--- config.mk ---
export PLATFORM = sky130hd
export DESIGN_NAME = distance_triggered_event_sequencer_core
export DESIGN_NICKNAME = d
export VERILOG_FILES = /design/src/rtl/dtes_pkg.sv /design/src/rtl/distance_triggered_event_sequencer_core.sv /design/src/rtl/dtes_ctrl.sv /design/src/rtl/dtes_datapath.sv
export SDC_FILE = /design/constraint.sdc
export NUM_CORES = 1
export LEC_CHECK = 0
export BUFFER_PORTS_ARGS = -buffer_cell sky130_fd_sc_hd__buf_2
export CORE_ASPECT_RATIO = 1.5
export CORE_MARGIN = 4
export CORE_UTILIZATION = 53
export CTS_CLUSTER_DIAMETER = 50
export DETAILED_ROUTE_END_ITERATION = 12
export GPL_TIMING_DRIVEN = 0
export PLACE_DENSITY = 0.71
export SYNTH_ARGS = -nofsm -noshare
export SYNTH_HDL_FRONTEND = slang
export SYNTH_HIERARCHICAL = 1
export SYNTH_SLANG_ARGS = --single-unit
--- constraint.sdc ---
create_clock -name i_clk -period 9.3 [get_ports i_clk]
set_input_delay 0.465 -clock i_clk [delete_from_list [all_inputs] [get_ports i_clk]]
set_output_delay 0.465 -clock i_clk [all_outputs]
set_load 0.1 [all_outputs]
--- src/rtl/dtes_pkg.sv ---
`timescale 1ns / 1ps
// ----------------------------------------------------------------------------
// dtes_pkg - shared definitions of the distance triggered event sequencer
// Request and result types, request and register codes, controller states
// and the command and status groups between controller and datapath.
// ----------------------------------------------------------------------------
package dtes_pkg;

    localparam int unsigned DEF_ENTRIES = 8;
    localparam int unsigned TABLE_SLOTS = 8;

    localparam int unsigned REQ_W      = 3;
    localparam int unsigned POS_W      = 24;
    localparam int unsigned FUNC_W     = 4;
    localparam int unsigned ACT_W      = 2;
    localparam int unsigned DIST_W     = 8;
    localparam int unsigned FRAC_W     = 8;
    localparam int unsigned THR_W      = POS_W + 2;
    localparam int unsigned FUNC_REG_W = FUNC_W * TABLE_SLOTS;
    localparam int unsigned ACT_REG_W  = ACT_W * TABLE_SLOTS;
    localparam int unsigned DIST_REG_W = DIST_W * TABLE_SLOTS;
    localparam int unsigned CFG_IDX_W  = 3;
    localparam int unsigned CFG_DATA_W = 64;

    localparam logic [REQ_W-1:0] REQ_POSITION   = 3'd0;
    localparam logic [REQ_W-1:0] REQ_ARM_RESET  = 3'd1;
    localparam logic [REQ_W-1:0] REQ_SET_ARMED  = 3'd2;
    localparam logic [REQ_W-1:0] REQ_MAN_ENTER  = 3'd3;
    localparam logic [REQ_W-1:0] REQ_MAN_EXIT   = 3'd4;

    localparam logic [CFG_IDX_W-1:0] CFG_ENTER_FUNC = 3'd0;
    localparam logic [CFG_IDX_W-1:0] CFG_ENTER_ACT  = 3'd1;
    localparam logic [CFG_IDX_W-1:0] CFG_ENTER_DIST = 3'd2;
    localparam logic [CFG_IDX_W-1:0] CFG_EXIT_FUNC  = 3'd3;
    localparam logic [CFG_IDX_W-1:0] CFG_EXIT_ACT   = 3'd4;
    localparam logic [CFG_IDX_W-1:0] CFG_EXIT_DIST  = 3'd5;

    localparam logic KIND_EVENT  = 1'b0;
    localparam logic KIND_FINISH = 1'b1;

    typedef struct packed {
        logic [REQ_W-1:0]        req_type;
        logic signed [POS_W-1:0] position;
        logic                    trigger_value;
    } t_in_item;

    typedef struct packed {
        logic              kind;
        logic [FUNC_W-1:0] function_code;
        logic [ACT_W-1:0]  action_code;
        logic              last;
    } t_out_item;

    typedef enum logic [1:0] {
        ST_IDLE,
        ST_EVAL,
        ST_SCAN,
        ST_MARK
    } t_state;

    typedef struct packed {
        logic load_req;
        logic load_mask;
        logic set_armed;
        logic rearm;
        logic scan_step;
        logic emit_mark;
    } t_dp_cmd;

    typedef struct packed {
        logic [REQ_W-1:0] req_type;
        logic             armed;
        logic             pending;
        logic             idx_last;
        logic             out_free;
    } t_dp_status;

endpackage

--- src/rtl/distance_triggered_event_sequencer_core.sv ---
`timescale 1ns / 1ps
// ----------------------------------------------------------------------------
// distance_triggered_event_sequencer_core - distance triggered event sequencer
// Fires entry and exit table slots as a position approaches and leaves a
// turn line, with manual firing, re-arming and a finished marker.
// ----------------------------------------------------------------------------
// Results are registered, one per cycle at most. A firing request scans all
// ENTRIES table slots, one slot per cycle while the output register is free;
// a new request is taken only once the controller is back in idle.
// Reset: synchronous and active low; clears all registers but the request and
// result registers, marks every slot as fired and leaves the sequencer disarmed.
//
// The controller walks each request through decode, mask formation and a
// slot-by-slot scan. The datapath forms the firing mask of all slots at once
// from the registered request, then, while the output register is free, hands
// out one slot per cycle into it, so a new request can be taken while the last
// result of the previous one is still waiting downstream. The last flag of a
// result is known from the mask bits still left after the slot being emitted.
// Configuration writes are taken in every cycle and land directly in the
// datapath registers.
module distance_triggered_event_sequencer_core #(
    parameter int unsigned ENTRIES = dtes_pkg::DEF_ENTRIES
) (
    input  logic                            i_clk,
    input  logic                            i_rst_n,
    input  logic                            i_in_valid,
    output logic                            o_in_ready,
    input  dtes_pkg::t_in_item              i_in_item,
    output logic                            o_out_valid,
    input  logic                            i_out_ready,
    output dtes_pkg::t_out_item             o_out_item,
    input  logic                            i_cfg_valid,
    output logic                            o_cfg_ready,
    input  logic [dtes_pkg::CFG_IDX_W-1:0]  i_cfg_index,
    input  logic [dtes_pkg::CFG_DATA_W-1:0] i_cfg_data
);

    dtes_pkg::t_dp_cmd    w_cmd;
    dtes_pkg::t_dp_status w_status;

    // The register file never stalls a write request.
    assign o_cfg_ready = 1'b1;

    dtes_ctrl u_ctrl (
        .i_clk      (i_clk),
        .i_rst_n    (i_rst_n),
        .i_in_valid (i_in_valid),
        .o_in_ready (o_in_ready),
        .i_status   (w_status),
        .o_cmd      (w_cmd)
    );

    dtes_datapath #(
        .ENTRIES (ENTRIES)
    ) u_datapath (
        .i_clk       (i_clk),
        .i_rst_n     (i_rst_n),
        .i_in_item   (i_in_item),
        .i_cfg_valid (i_cfg_valid),
        .i_cfg_index (i_cfg_index),
        .i_cfg_data  (i_cfg_data),
        .i_out_ready (i_out_ready),
        .i_cmd       (w_cmd),
        .o_status    (w_status),
        .o_out_valid (o_out_valid),
        .o_out_item  (o_out_item)
    );

endmodule

--- src/rtl/dtes_ctrl.sv ---
`timescale 1ns / 1ps
// ----------------------------------------------------------------------------
// dtes_ctrl - sequencer controller
// Decodes each request and steps the datapath through its table scan.
// ----------------------------------------------------------------------------
module dtes_ctrl (
    input  logic                 i_clk,
    input  logic                 i_rst_n,
    input  logic                 i_in_valid,
    output logic                 o_in_ready,
    input  dtes_pkg::t_dp_status i_status,
    output dtes_pkg::t_dp_cmd    o_cmd
);

    dtes_pkg::t_state r_state;
    dtes_pkg::t_state n_state;

    logic w_is_pos;
    logic w_is_manual;

    assign w_is_pos    = (i_status.req_type == dtes_pkg::REQ_POSITION);
    assign w_is_manual = (i_status.req_type == dtes_pkg::REQ_MAN_ENTER) ||
                         (i_status.req_type == dtes_pkg::REQ_MAN_EXIT);

    always_ff @(posedge i_clk) begin
        if (!i_rst_n) begin
            r_state <= dtes_pkg::ST_IDLE;
        end else begin
            r_state <= n_state;
        end
    end

    always_comb begin
        n_state = r_state;
        unique case (r_state)
            dtes_pkg::ST_IDLE: begin
                if (i_in_valid) begin
                    n_state = dtes_pkg::ST_EVAL;
                end
            end
            dtes_pkg::ST_EVAL: begin
                priority if (w_is_pos && !i_status.armed) begin
                    n_state = dtes_pkg::ST_IDLE;
                end else if (w_is_pos && !i_status.pending) begin
                    n_state = dtes_pkg::ST_MARK;
                end else if (w_is_pos || w_is_manual) begin
                    n_state = dtes_pkg::ST_SCAN;
                end else begin
                    n_state = dtes_pkg::ST_IDLE;
                end
            end
            dtes_pkg::ST_SCAN: begin
                if (i_status.out_free && i_status.idx_last) begin
                    n_state = dtes_pkg::ST_IDLE;
                end
            end
            dtes_pkg::ST_MARK: begin
                if (i_status.out_free) begin
                    n_state = dtes_pkg::ST_IDLE;
                end
            end
            default: n_state = dtes_pkg::ST_IDLE;
        endcase
    end

    always_comb begin
        o_in_ready = 1'b0;
        o_cmd      = '0;
        unique case (r_state)
            dtes_pkg::ST_IDLE: begin
                o_in_ready     = 1'b1;
                o_cmd.load_req = i_in_valid;
            end
            dtes_pkg::ST_EVAL: begin
                o_cmd.rearm     = (i_status.req_type == dtes_pkg::REQ_ARM_RESET);
                o_cmd.set_armed = (i_status.req_type == dtes_pkg::REQ_SET_ARMED);
                o_cmd.load_mask = w_is_manual ||
                                  (w_is_pos && i_status.armed && i_status.pending);
            end
            dtes_pkg::ST_SCAN: begin
                o_cmd.scan_step = i_status.out_free;
                o_cmd.rearm     = i_status.out_free && i_status.idx_last && w_is_manual;
            end
            dtes_pkg::ST_MARK: begin
                o_cmd.emit_mark = i_status.out_free;
                o_cmd.rearm     = i_status.out_free;
            end
            default: o_cmd = '0;
        endcase
    end

endmodule

--- src/rtl/dtes_datapath.sv ---
`timescale 1ns / 1ps
// ----------------------------------------------------------------------------
// dtes_datapath - tables, fired marks and result register
// Holds the configuration, the fired marks and the armed flag, forms the
// firing mask of a request and walks it one slot per step.
// ----------------------------------------------------------------------------
module dtes_datapath #(
    parameter int unsigned ENTRIES = dtes_pkg::DEF_ENTRIES
) (
    input  logic                                i_clk,
    input  logic                                i_rst_n,
    input  dtes_pkg::t_in_item                  i_in_item,
    input  logic                                i_cfg_valid,
    input  logic [dtes_pkg::CFG_IDX_W-1:0]      i_cfg_index,
    input  logic [dtes_pkg::CFG_DATA_W-1:0]     i_cfg_data,
    input  logic                                i_out_ready,
    input  dtes_pkg::t_dp_cmd                   i_cmd,
    output dtes_pkg::t_dp_status                o_status,
    output logic                                o_out_valid,
    output dtes_pkg::t_out_item                 o_out_item
);

    localparam int unsigned IDX_W = (ENTRIES > 1) ? $clog2(ENTRIES) : 1;

    logic [dtes_pkg::FUNC_REG_W-1:0] r_en_func, n_en_func, r_ex_func, n_ex_func;
    logic [dtes_pkg::ACT_REG_W-1:0]  r_en_act,  n_en_act,  r_ex_act,  n_ex_act;
    logic [dtes_pkg::DIST_REG_W-1:0] r_en_dist, n_en_dist, r_ex_dist, n_ex_dist;

    logic [ENTRIES-1:0] r_en_fired, n_en_fired;
    logic [ENTRIES-1:0] r_ex_fired, n_ex_fired;
    logic               r_armed, n_armed;
    dtes_pkg::t_in_item r_req, n_req;
    logic [ENTRIES-1:0] r_mask, n_mask;
    logic               r_sel_exit, n_sel_exit;
    logic [IDX_W-1:0]   r_idx, n_idx;
    logic               r_out_valid, n_out_valid;
    dtes_pkg::t_out_item r_out, n_out;

    logic [dtes_pkg::FUNC_W-1:0]      w_en_fn  [ENTRIES];
    logic [dtes_pkg::FUNC_W-1:0]      w_ex_fn  [ENTRIES];
    logic [dtes_pkg::ACT_W-1:0]       w_en_ac  [ENTRIES];
    logic [dtes_pkg::ACT_W-1:0]       w_ex_ac  [ENTRIES];
    logic signed [dtes_pkg::THR_W-1:0] w_en_thr [ENTRIES];
    logic signed [dtes_pkg::THR_W-1:0] w_ex_thr [ENTRIES];

    logic signed [dtes_pkg::THR_W-1:0] w_pos;
    logic signed [dtes_pkg::THR_W-1:0] w_neg;
    logic                              w_pos_le0;
    logic [ENTRIES-1:0]                w_en_hit;
    logic [ENTRIES-1:0]                w_ex_hit;
    logic [ENTRIES-1:0]                w_bit;
    logic [ENTRIES-1:0]                w_mask_left;
    logic                              w_out_free;

    // Slots beyond the register layout read as disabled with zero fields.
    for (genvar gi = 0; gi < ENTRIES; gi++) begin : g_slot
        if (gi < dtes_pkg::TABLE_SLOTS) begin : g_real
            logic [dtes_pkg::DIST_W-1:0] w_dn;
            logic [dtes_pkg::DIST_W-1:0] w_dx;
            assign w_dn = r_en_dist[gi*dtes_pkg::DIST_W +: dtes_pkg::DIST_W];
            assign w_dx = r_ex_dist[gi*dtes_pkg::DIST_W +: dtes_pkg::DIST_W];
            assign w_en_fn[gi] = r_en_func[gi*dtes_pkg::FUNC_W +: dtes_pkg::FUNC_W];
            assign w_ex_fn[gi] = r_ex_func[gi*dtes_pkg::FUNC_W +: dtes_pkg::FUNC_W];
            assign w_en_ac[gi] = r_en_act[gi*dtes_pkg::ACT_W +: dtes_pkg::ACT_W];
            assign w_ex_ac[gi] = r_ex_act[gi*dtes_pkg::ACT_W +: dtes_pkg::ACT_W];
            assign w_en_thr[gi] = {{(dtes_pkg::THR_W-dtes_pkg::DIST_W-dtes_pkg::FRAC_W)
                                    {w_dn[dtes_pkg::DIST_W-1]}},
                                   w_dn, {dtes_pkg::FRAC_W{1'b0}}};
            assign w_ex_thr[gi] = {{(dtes_pkg::THR_W-dtes_pkg::DIST_W-dtes_pkg::FRAC_W)
                                    {w_dx[dtes_pkg::DIST_W-1]}},
                                   w_dx, {dtes_pkg::FRAC_W{1'b0}}};
        end else begin : g_none
            assign w_en_fn[gi]  = '0;
            assign w_ex_fn[gi]  = '0;
            assign w_en_ac[gi]  = '0;
            assign w_ex_ac[gi]  = '0;
            assign w_en_thr[gi] = '0;
            assign w_ex_thr[gi] = '0;
        end
    end

    assign w_pos = {{(dtes_pkg::THR_W-dtes_pkg::POS_W){r_req.position[dtes_pkg::POS_W-1]}},
                    r_req.position};
    assign w_neg     = -w_pos;
    assign w_pos_le0 = r_req.position[dtes_pkg::POS_W-1] || (r_req.position == '0);

    always_comb begin
        for (int i = 0; i < ENTRIES; i++) begin
            w_en_hit[i] = !r_en_fired[i] && (w_neg >= w_en_thr[i]);
            w_ex_hit[i] = !r_ex_fired[i] && (w_pos <= w_ex_thr[i]);
        end
    end

    assign w_bit       = {{(ENTRIES-1){1'b0}}, 1'b1} << r_idx;
    assign w_mask_left = r_mask & ~w_bit;
    assign w_out_free  = !r_out_valid || i_out_ready;

    always_comb begin
        n_en_func   = r_en_func;
        n_en_act    = r_en_act;
        n_en_dist   = r_en_dist;
        n_ex_func   = r_ex_func;
        n_ex_act    = r_ex_act;
        n_ex_dist   = r_ex_dist;
        n_en_fired  = r_en_fired;
        n_ex_fired  = r_ex_fired;
        n_armed     = r_armed;
        n_req       = r_req;
        n_mask      = r_mask;
        n_sel_exit  = r_sel_exit;
        n_idx       = r_idx;
        n_out_valid = r_out_valid;
        n_out       = r_out;

        if (i_cfg_valid) begin
            unique case (i_cfg_index)
                dtes_pkg::CFG_ENTER_FUNC: n_en_func = i_cfg_data[dtes_pkg::FUNC_REG_W-1:0];
                dtes_pkg::CFG_ENTER_ACT:  n_en_act  = i_cfg_data[dtes_pkg::ACT_REG_W-1:0];
                dtes_pkg::CFG_ENTER_DIST: n_en_dist = i_cfg_data[dtes_pkg::DIST_REG_W-1:0];
                dtes_pkg::CFG_EXIT_FUNC:  n_ex_func = i_cfg_data[dtes_pkg::FUNC_REG_W-1:0];
                dtes_pkg::CFG_EXIT_ACT:   n_ex_act  = i_cfg_data[dtes_pkg::ACT_REG_W-1:0];
                dtes_pkg::CFG_EXIT_DIST:  n_ex_dist = i_cfg_data[dtes_pkg::DIST_REG_W-1:0];
                default: ;
            endcase
        end

        if (r_out_valid && i_out_ready) begin
            n_out_valid = 1'b0;
        end

        if (i_cmd.load_req) begin
            n_req = i_in_item;
        end

        if (i_cmd.set_armed) begin
            n_armed = r_req.trigger_value;
        end

        if (i_cmd.load_mask) begin
            unique case (r_req.req_type)
                dtes_pkg::REQ_POSITION: begin
                    n_mask     = w_pos_le0 ? w_en_hit : w_ex_hit;
                    n_sel_exit = !w_pos_le0;
                end
                dtes_pkg::REQ_MAN_ENTER: begin
                    n_mask     = ~r_en_fired;
                    n_sel_exit = 1'b0;
                end
                dtes_pkg::REQ_MAN_EXIT: begin
                    n_mask     = ~r_ex_fired;
                    n_sel_exit = 1'b1;
                end
                default: begin
                    n_mask     = '0;
                    n_sel_exit = 1'b0;
                end
            endcase
        end

        if (i_cmd.scan_step) begin
            n_idx = (r_idx == IDX_W'(ENTRIES - 1)) ? '0 : r_idx + 1'b1;
            if (r_mask[r_idx]) begin
                n_mask                  = w_mask_left;
                n_out_valid             = 1'b1;
                n_out.kind              = dtes_pkg::KIND_EVENT;
                n_out.last              = (w_mask_left == '0);
                if (r_sel_exit) begin
                    n_ex_fired[r_idx]   = 1'b1;
                    n_out.function_code = w_ex_fn[r_idx];
                    n_out.action_code   = w_ex_ac[r_idx];
                end else begin
                    n_en_fired[r_idx]   = 1'b1;
                    n_out.function_code = w_en_fn[r_idx];
                    n_out.action_code   = w_en_ac[r_idx];
                end
            end
        end

        if (i_cmd.emit_mark) begin
            n_out_valid         = 1'b1;
            n_out.kind          = dtes_pkg::KIND_FINISH;
            n_out.function_code = '0;
            n_out.action_code   = '0;
            n_out.last          = 1'b1;
        end

        // Re-arming comes after any firing of the same cycle.
        if (i_cmd.rearm) begin
            for (int i = 0; i < ENTRIES; i++) begin
                if (w_en_fn[i] != '0) begin
                    n_en_fired[i] = 1'b0;
                end
                if (w_ex_fn[i] != '0) begin
                    n_ex_fired[i] = 1'b0;
                end
            end
            n_armed = 1'b0;
        end
    end

    always_ff @(posedge i_clk) begin
        if (!i_rst_n) begin
            r_en_func   <= '0;
            r_en_act    <= '0;
            r_en_dist   <= '0;
            r_ex_func   <= '0;
            r_ex_act    <= '0;
            r_ex_dist   <= '0;
            r_en_fired  <= '1;
            r_ex_fired  <= '1;
            r_armed     <= 1'b0;
            r_mask      <= '0;
            r_sel_exit  <= 1'b0;
            r_idx       <= '0;
            r_out_valid <= 1'b0;
        end else begin
            r_en_func   <= n_en_func;
            r_en_act    <= n_en_act;
            r_en_dist   <= n_en_dist;
            r_ex_func   <= n_ex_func;
            r_ex_act    <= n_ex_act;
            r_ex_dist   <= n_ex_dist;
            r_en_fired  <= n_en_fired;
            r_ex_fired  <= n_ex_fired;
            r_armed     <= n_armed;
            r_mask      <= n_mask;
            r_sel_exit  <= n_sel_exit;
            r_idx       <= n_idx;
            r_out_valid <= n_out_valid;
        end
    end

    always_ff @(posedge i_clk) begin
        r_req <= n_req;
        r_out <= n_out;
    end

    assign o_status.req_type = r_req.req_type;
    assign o_status.armed    = r_armed;
    assign o_status.pending  = !(&r_en_fired) || !(&r_ex_fired);
    assign o_status.idx_last = (r_idx == IDX_W'(ENTRIES - 1));
    assign o_status.out_free = w_out_free;

    assign o_out_valid = r_out_valid;
    assign o_out_item  = r_out;

endmodule

# Yosys cells after proc, flatten, opt, wreduce, memory -nomap -nowiden
# Cells that the tools add are included.
[totals]
regBits = 292
in_bits = 100
out_inout_bits = 11
wordCells = 216
[op_classes]
add_sub_neg = 2
n_lt_le_gt_ge = 19
eq_ne = 16
shifts = 1
muxes = 65
n_bitwise = 8
n_reduce_logical = 84
[ops]
columns = ["cell", "count"]
rows = [
  ["greater-or-equal comparator 26 x 16 -> 1 bit", 8],
  ["less-or-equal comparator 24 x 16 -> 1 bit", 8],
  ["2-to-1 mux 8 bit", 12],
  ["nonzero test 4 bit", 16],
  ["2-to-1 mux 1 bit", 26],
  ["negator 24 -> 26 bit", 1],
  ["binary-select mux 4 bit (select 3 bit)", 2],
  ["logical AND 1 bit", 24],
  ["logical NOT 24 bit", 1],
  ["NOT 8 bit", 3],
  ["case mux 8 bit (3 select lines)", 1],
  ["logical NOT 1 bit", 22],
  ["2-to-1 mux 2 bit", 11],
  ["2-to-1 mux 4 bit", 4],
  ["OR 8 bit", 2],
  ["AND reduction 8 bit", 2],
  ["AND reduction 2 bit", 7],
  ["binary-select mux 2 bit (select 3 bit)", 2],
  ["== test 3 x 2 -> 1 bit (second input constant)", 4],
  ["== test 3 bit (second input constant)", 4],
  ["AND 8 bit", 1],
  ["logical NOT 8 bit", 1],
  ["case mux 2 bit (4 select lines)", 1],
  ["left shift 1 x 3 -> 8 bit (first input constant)", 1],
  ["other kinds (22)", 31],
]

# Longest topological paths before layout
# Gate-level depths: netlist of the first run.
[depth]
ltp_word = 10
mapped_depth = 14
ltp_nobuf = 14

# Hierarchy
# Netlist of the first run, hierarchy kept.
[modules_own_cells]
columns = ["mod", "n_inst", "cells_each", "area_each_um2", "seq_area_each_um2"]
rows = [
  ["dtes_datapath", 1, 2273, 18164.9, 6085.8],
  ["dtes_ctrl", 1, 29, 206.4, 40.0],
  ["distance_triggered_event_sequencer_core", 1, 2, 11.3, 0.0],
]

# Worst setup path before layout of the first run
# OpenSTA, ideal clock, no wires.
[synth_timing]
path_type = "flip-flop to flip-flop"
from = "register u_datapath/r_req[10] (netlist bit)"
to = "register u_datapath.r_mask[2]"
setup_time_ns = 0.133
arrival_time_ns = 3.510
required_time_ns = 9.167
slack_ns = 5.657
path_stages_with_launch = 14
path_buffers = 0
period_less_slack_ns = 3.643
path_cell_list = "edfxtp_1 -> nor4_1 -> nand4b_1 -> nor2_1 -> nand3_1 -> nor3_1 -> xnor2_1 -> ha_1 -> a21o_1 -> a2111oi_0 -> nor2_1 -> or4_1 -> nand3_1 -> a311oi_1"
[synth_between]
elab_chain_cells = 8
[synth_lines]
columns = ["item", "line", "rtl"]
rows = [
  ["start: declaration", "dtes_datapath.sv:32", "dtes_pkg::t_in_item r_req, n_req;"],
  ["start signal: assignment", "dtes_datapath.sv:234", "r_req <= n_req;"],
  ["negator 24 -> 26 bit", "dtes_datapath.sv:84", "assign w_neg = -w_pos;"],
  ["greater-or-equal comparator 26 x 16 -> 1 bit", "dtes_datapath.sv:89", "w_en_hit[i] = !r_en_fired[i] && (w_neg >= w_en_thr[i]);"],
  ["logical AND 1 bit", "dtes_datapath.sv:89", ""],
  ["2-to-1 mux 8 bit *", "dtes_datapath.sv:142", "n_mask = w_pos_le0 ? w_en_hit : w_ex_hit;"],
  ["case mux 8 bit (3 select lines) *", "dtes_datapath.sv:140", "unique case (r_req.req_type)"],
  ["2-to-1 mux 8 bit *", "dtes_datapath.sv:139", "if (i_cmd.load_mask) begin"],
  ["2-to-1 mux 8 bit", "dtes_datapath.sv:162", "if (r_mask[r_idx]) begin"],
  ["2-to-1 mux 8 bit *", "dtes_datapath.sv:160", "if (i_cmd.scan_step) begin"],
  ["end signal: assignment", "dtes_datapath.sv:226", "r_mask <= n_mask;"],
  ["end: declaration", "dtes_datapath.sv:33", "logic [ENTRIES-1:0] r_mask, n_mask;"],
]
# Mark *: on every way between the ends. The rest lies on a longest branch, timed or not.
# A chain may end at the register's enable or synchronous reset.

# Worst setup path after layout of the first run
[layout_timing]
from = "register u_datapath/r_req[10] (netlist bit)"
to = "register u_datapath.r_mask[3]"
# The elaborated chain is that of the path after synthesis.

==> impl_metrics.toml, run 1 <==
[synthesis]
synth.distinct_cells = 76
seq_area_frac_synth_pct = 33.32
synth_edf_count = 28
avgSynthCellArea_um2 = 7.979
postSynthCellCount = 2304
yosys_most_used_dff = "dfxtp_1"
synth_async_sr_flop_share_pct = 0
synth-seq-cells = 292
syn_area_um2 = 18380
yosysWarnings = 6
syn_nets = 2682

[placed_design]
dp_worst_setup_slack_ps = 4030
io_buffer_count = 108
placed_cell_area_um2 = 19490
dp_cells = 2839
dp_hpwl_um = 48170
place_congestion = 1.028

[run]
cap_viol_max_count = 1

[cts]
clkTransAtPathRegs_ps = 60
cts-buffers-inserted = 34
cts-root-buf = "clkbuf_16"
clock_path_buffers = 3
htreeDepth = 2
ctsResizeCount = 0
numClockSinks = 292
cts_tree = "done"
postCtsHoldBufs = 0
cts_setup_buffers = 0
clk_latency_ps = 530

[critical_path]
crit_end = "u_datapath/r_mask[3]"
critPathLaunch = "u_datapath/r_req[10]"
path_max_fanout = 11
start_kind = "flip-flop"
required_ps = 9690
timing.rr.end = "u_datapath/r_mask[3]"
crit_arrival_ps = 5820
reg2reg_from = "u_datapath/r_req[10]"
r2r_cells = 13
crit_type = "reg -> reg"
r2r_slack_ps = 3870
cp-end-kind = "flip-flop"

[global_routing]
track_usage_pct = 32.90
antenna_found_initial = 0
grt-ovfl-total = 0
grt_max_degree = 17
grt_pass1_wl_um = 97010
grt_pass1_vias = 17520

[drt]
ant_nets = 0
drt-total-wl_um = 64680
drc = 0
post_drt_via_cell_ratio = 6.189
wire_per_inst_um = 22.32
dr_total_vias = 17940
first_iter_violations = 1404
first_pass_iters = 6

[power]
vdd_ir_drop_max_uv = 168.3
totalPowerFinal_mw = 3.182
powerDensity_nw_per_um2 = 154.2
leakage_nw = 7.628

[floorplanning]
core-area_um2 = 34270
fp-row-count = 83
ios = 111
chipHeight_um = 236.1
initial_utilization_pct = 53.64
dieArea_um2 = 37790
die_width_um = 160.1

[outcome]
status = "complete, but fails checks"
violations = "max-capacitance violations, max-slew violations"

[final_layout]
layout_common_cells = "539 x nand2_1, 358 x a21oi_1, 278 x ha_1"
antenna_cells = 0
stdcell_area_um2 = 20640
mostFrequentLayoutCell = "nand2_1"
area_delta_synth_final_pct = 12.29
nNetsFinal = 2828
fillers = 3147
utilization_pct = 60.23
layout-drive-gt1-share_pct = 8.168
stdcell_count = 2898

[sta]
setup_viol_count_final = 0
maxSlewViolCount = 9
rsz0062_at_grt = "false"
clock_skew_ps = 11.22
max_slew_margin_pct = -1.426
setup_slack_ps = 3868
period_needed_ps = 5432
holdWs_ps = 104.4
fin_tns_setup_ps = 0
finalCritPeriodShare_pct = 58.41
finalHoldViolCount = 0
timing.fmax_mhz = 184.1
tightest_slew_ps = 1511

[min_path]
hp-class = "in -> reg"
worst_hold_path.num_cells = 1
[cell families (layout without fill, tap and decap cells)]
kind of cell             Yosys count  count (layout)  synth area share (%)
adder cells (fa/ha/maj)          278             278                 18.92
other                              1               1               0.02040
AO/OA/AOI/OAI                    612             612                 19.75
AND/OR/NAND/NOR                  815             815                 19.19
multiplexers                      36              36                 2.512
XOR/XNOR                          18              18                0.8576
buffers and inverters            252             421                 5.418
flip-flops                       292             292                 33.32
[synth_stat cells, drive strengths merged, types with 17 or more instances]
master  number  area (µm²)
a21o        38       285.3
a21oi      358        1792
buf         18       117.6
clkbuf      86       322.8
dfxtp      264        5285
edfxtp      28       840.8
ha         278        3478
inv        147       551.8
mux2i       27       270.3
nand2      540        2029
nand2b      17       106.4
nand3       37       185.2
nand4       56       350.3
nor2        69       261.5
nor3        32       160.2
nor4        18       112.6
o21ai       70       350.3
[sequential cells by signal, indices dropped and copies added (netlist names), 2 cells and up]
register               count
u_datapath/r_ex_fired      8
u_datapath/r_en_func      32
u_datapath/r_ex_dist      64
u_datapath/r_ex_func      32
u_datapath/r_en_act       16
u_datapath/r_ex_act       16
u_ctrl/r_state             2
u_datapath/o_status        3
u_datapath/r_idx           3
u_datapath/r_req          25
u_datapath/r_mask          8
u_datapath/r_en_fired      8
u_datapath/o_out_item      8
u_datapath/r_en_dist      64
[layout make-up]
type | count | area [µm²] | share of cell area, %
plain buffers | 104 | 440.4 | 2.134
clock buffers | 44 | 969.7 | 4.698
clock inverters | 15 | 175.2 | 0.8486
inverters | 148 | 555.5 | 2.691
multi-input cells | 1760 | 11280 | 54.65
flip-flops and latches | 292 | 6126 | 29.68
well taps | 425 | 531.8 | 2.576
repair buffers | 110 | 563.0 | 2.728
[per-layer routing]
layer / track usage [%] / part of all wire (%)
met3: 4.457 / 6.8
met2: 55.09 / 47
met5: 0 / 0
met4: 26.30 / 9.6
met1: 37.39 / 37
[critical path: stages (launching register included)]
cell and delay [ps]:
edfxtp_1 720, nor4_1 480, nand4b_1 360, nor2_1 360
nand2_1 150, xor2_1 1050, ha_1 420, nand4_1 150
a211oi_1 60, a2111oi_0 520, o21ai_0 190, xnor2_1 180
o21ai_0 470, a31oi_1 150
[worst min-delay path by stage]
| stage | startpoint | endpoint | slack, ps |
|---|---|---|---|
| 3_5_place_dp | u_datapath/o_out_item[7] | u_datapath/o_out_item[7] | 430 |
| 4_1_cts | i_in_item[0] | u_datapath/r_req[0] | 100 |
| 6_report | i_in_item[0] | u_datapath/r_req[0] | 100 |
| 5_1_grt | i_in_item[26] | u_datapath/o_status[5] | 100 |
| 2_1_floorplan | u_datapath/r_en_act[12] | u_datapath/r_en_act[12] | 430 |
| 3_3_place_gp | u_datapath/o_out_item[7] | u_datapath/o_out_item[7] | 430 |
[power breakdown]
group / switching [mW] / internal (mW) / leakage [nW]
sequential: 0.0446 / 1.30 / 2.41
combinational: 0.292 / 0.161 / 4.66
clock: 0.554 / 0.826 / 0.564
Note: power is estimated with default switching activity, not from simulation.
==> run 2, diff against run 1 <==
clock period = 5.35 ns   (was 9.3 ns; I/O delays follow)
==> impl_metrics.toml, run 2 (same netlist as run 1, synthesis figures left out) <==
[floorplanning]
initial_utilization_pct = 53.64
ios = 111
chipHeight_um = 236.1
fp-row-count = 83
core-area_um2 = 34270
dieArea_um2 = 37790
die_width_um = 160.1

[drt]
ant_nets = 0
wire_per_inst_um = 22.27
drc = 0
first_pass_iters = 6
drt-total-wl_um = 65200
dr_total_vias = 18000
first_iter_violations = 1532
post_drt_via_cell_ratio = 6.148

[critical_path]
required_ps = 5740
crit_type = "reg -> reg"
cpMaxStageDelayCell = "xor2_1"
crit_buf_inv = 0
cp_common_cell = "o21ai_0"
start_kind = "flip-flop"
crit_arrival_ps = 5570
path_max_fanout = 11
cpLargestDelayFamily = "compound AO/OA/AOI/OAI gates"
critPathLaunch = "u_datapath/r_req[10]"
cpPeakStageDelay_ps = 1220
cp-end-kind = "flip-flop"
reg2reg_from = "u_datapath/r_req[10]"
crit_chain = "nor4_1, nand4b_1, xor2_1, ha_1, a21oi_1, o21ai_0, a2111oi_0, o21ai_0, xnor2_1, o21ai_0, a31oi_1"

[final_layout]
nNetsFinal = 2857
layout_common_cells = "539 x nand2_1, 358 x a21oi_1, 278 x ha_1"
antenna_cells = 0
mostFrequentLayoutCell = "nand2_1"
fillers = 3106
layout-drive-gt1-share_pct = 8.193
reg_top3 = "u_datapath/r_en_dist x64, u_datapath/r_ex_dist x64"
area_delta_synth_final_pct = 13.97

[min_path]
hold_start = "i_cfg_data[59]"
hp-class = "in -> reg"

[power]
powerDensity_nw_per_um2 = 265.1
vdd_ir_drop_max_uv = 294.5
leakage_nw = 7.754

[placed_design]
dp_hpwl_um = 48170
io_buffer_count = 108
place_congestion = 1.028

[cts]
clk_latency_ps = 530
clkTransAtPathRegs_ps = 60
htreeDepth = 2
cts-buffers-inserted = 34
cts_tree = "done"
cts_setup_buffers = 0
cts-root-buf = "clkbuf_16"
clock_path_buffers = 3
numClockSinks = 292

[sta]
clock_skew_ps = 9.232
setup_viol_count_final = 0
tightest_slew_ps = 1539
max_slew_margin_pct = -3.354
timing.fmax_mhz = 192.9
period_needed_ps = 5184
holdWs_ps = 14.47
fin_tns_setup_ps = 0
maxSlewViolCount = 9
finalCritPeriodShare_pct = 96.91
finalHoldViolCount = 0
rsz0062_at_grt = "false"

[global_routing]
grt_max_degree = 17
grt-ovfl-total = 0
grt_pass1_wl_um = 97770
grt_pass1_vias = 17650
track_usage_pct = 33.19
antenna_found_initial = 0

[run]
cap_viol_max_count = 1

[outcome]
status = "complete, but fails checks"
violations = "max-capacitance violations, max-slew violations"
## run 2: worst register-to-register path, cell delays in order, from the launching register on
cell and delay, ps:
edfxtp_1 720, nor4_1 510, nand4b_1 370, xor2_1 1220, ha_1 460, a21oi_1 140
o21ai_0 100, a2111oi_0 550, o21ai_0 190, xnor2_1 180, o21ai_0 470, a31oi_1 150
## run 2: through the flow
step | std cells | setup slack, ps | power [mW] | area [µm²] | util, %
6_report | 2927 | 165.6 | 5.554 | 20950 | 61.13
5_1_grt | 2927 | 44.33 | 5.759 | 20950 | 61.13
4_1_cts | 2927 | 29.94 | 5.549 | 20930 | 61.06
3_5_place_dp | 2839 | 80.35 | 3.160 | 19490 | 56.87
3_3_place_gp | 2837 | 240.1 | 3.119 | 19450 | 56.77
2_1_floorplan | 2304 | 1707 | 2.863 | 18380 | -
## run 2: layer usage
| layer | global-route usage, % | vias to the layer above | share of wire, % |
|---|---|---|---|
| met2 | 55.74 | 808 | 47 |
| met3 | 4.440 | 293 | 6.6 |
| li1 | - | 8501 | - |
| met4 | 26.48 | 0 | 9.5 |
| met1 | 37.64 | 8394 | 37 |
| met5 | 0 | - | 0 |
## run 2: what timing repair did
item / CTS / global route
hold buffers: 29 / 0
setup endpoints to repair: 0 / 3
hold endpoints to repair: 29 / 0
resized for setup: 0 / 3
## run 2: worst paths after layout
check	endpoint	slack [ps]	cells past startpoint
worst max-delay path	u_datapath/r_mask[3]	170	11
worst min-delay path	u_datapath/r_en_dist[59]	10	3
worst max register to register	u_datapath/r_mask[3]	170	11
worst min register to register	u_datapath/o_out_item[7]	440	2
## run 2: where the power goes
part	internal, mW	switching, mW
registers	2.27	0.0784
clock network	1.44	0.966
logic	0.294	0.513
## run 2: layout make-up
cell class              count  area (µm²)  area share, %
clock inverters            15       175.2         0.8361
clock buffers              44       969.7          4.629
inverters                 148       555.5          2.652
flip-flops and latches    292        6126          29.24
plain buffers             104       440.4          2.102
repair buffers            139       853.3          4.073
well taps                 425       531.8          2.538
multi-input cells        1760       11300          53.93
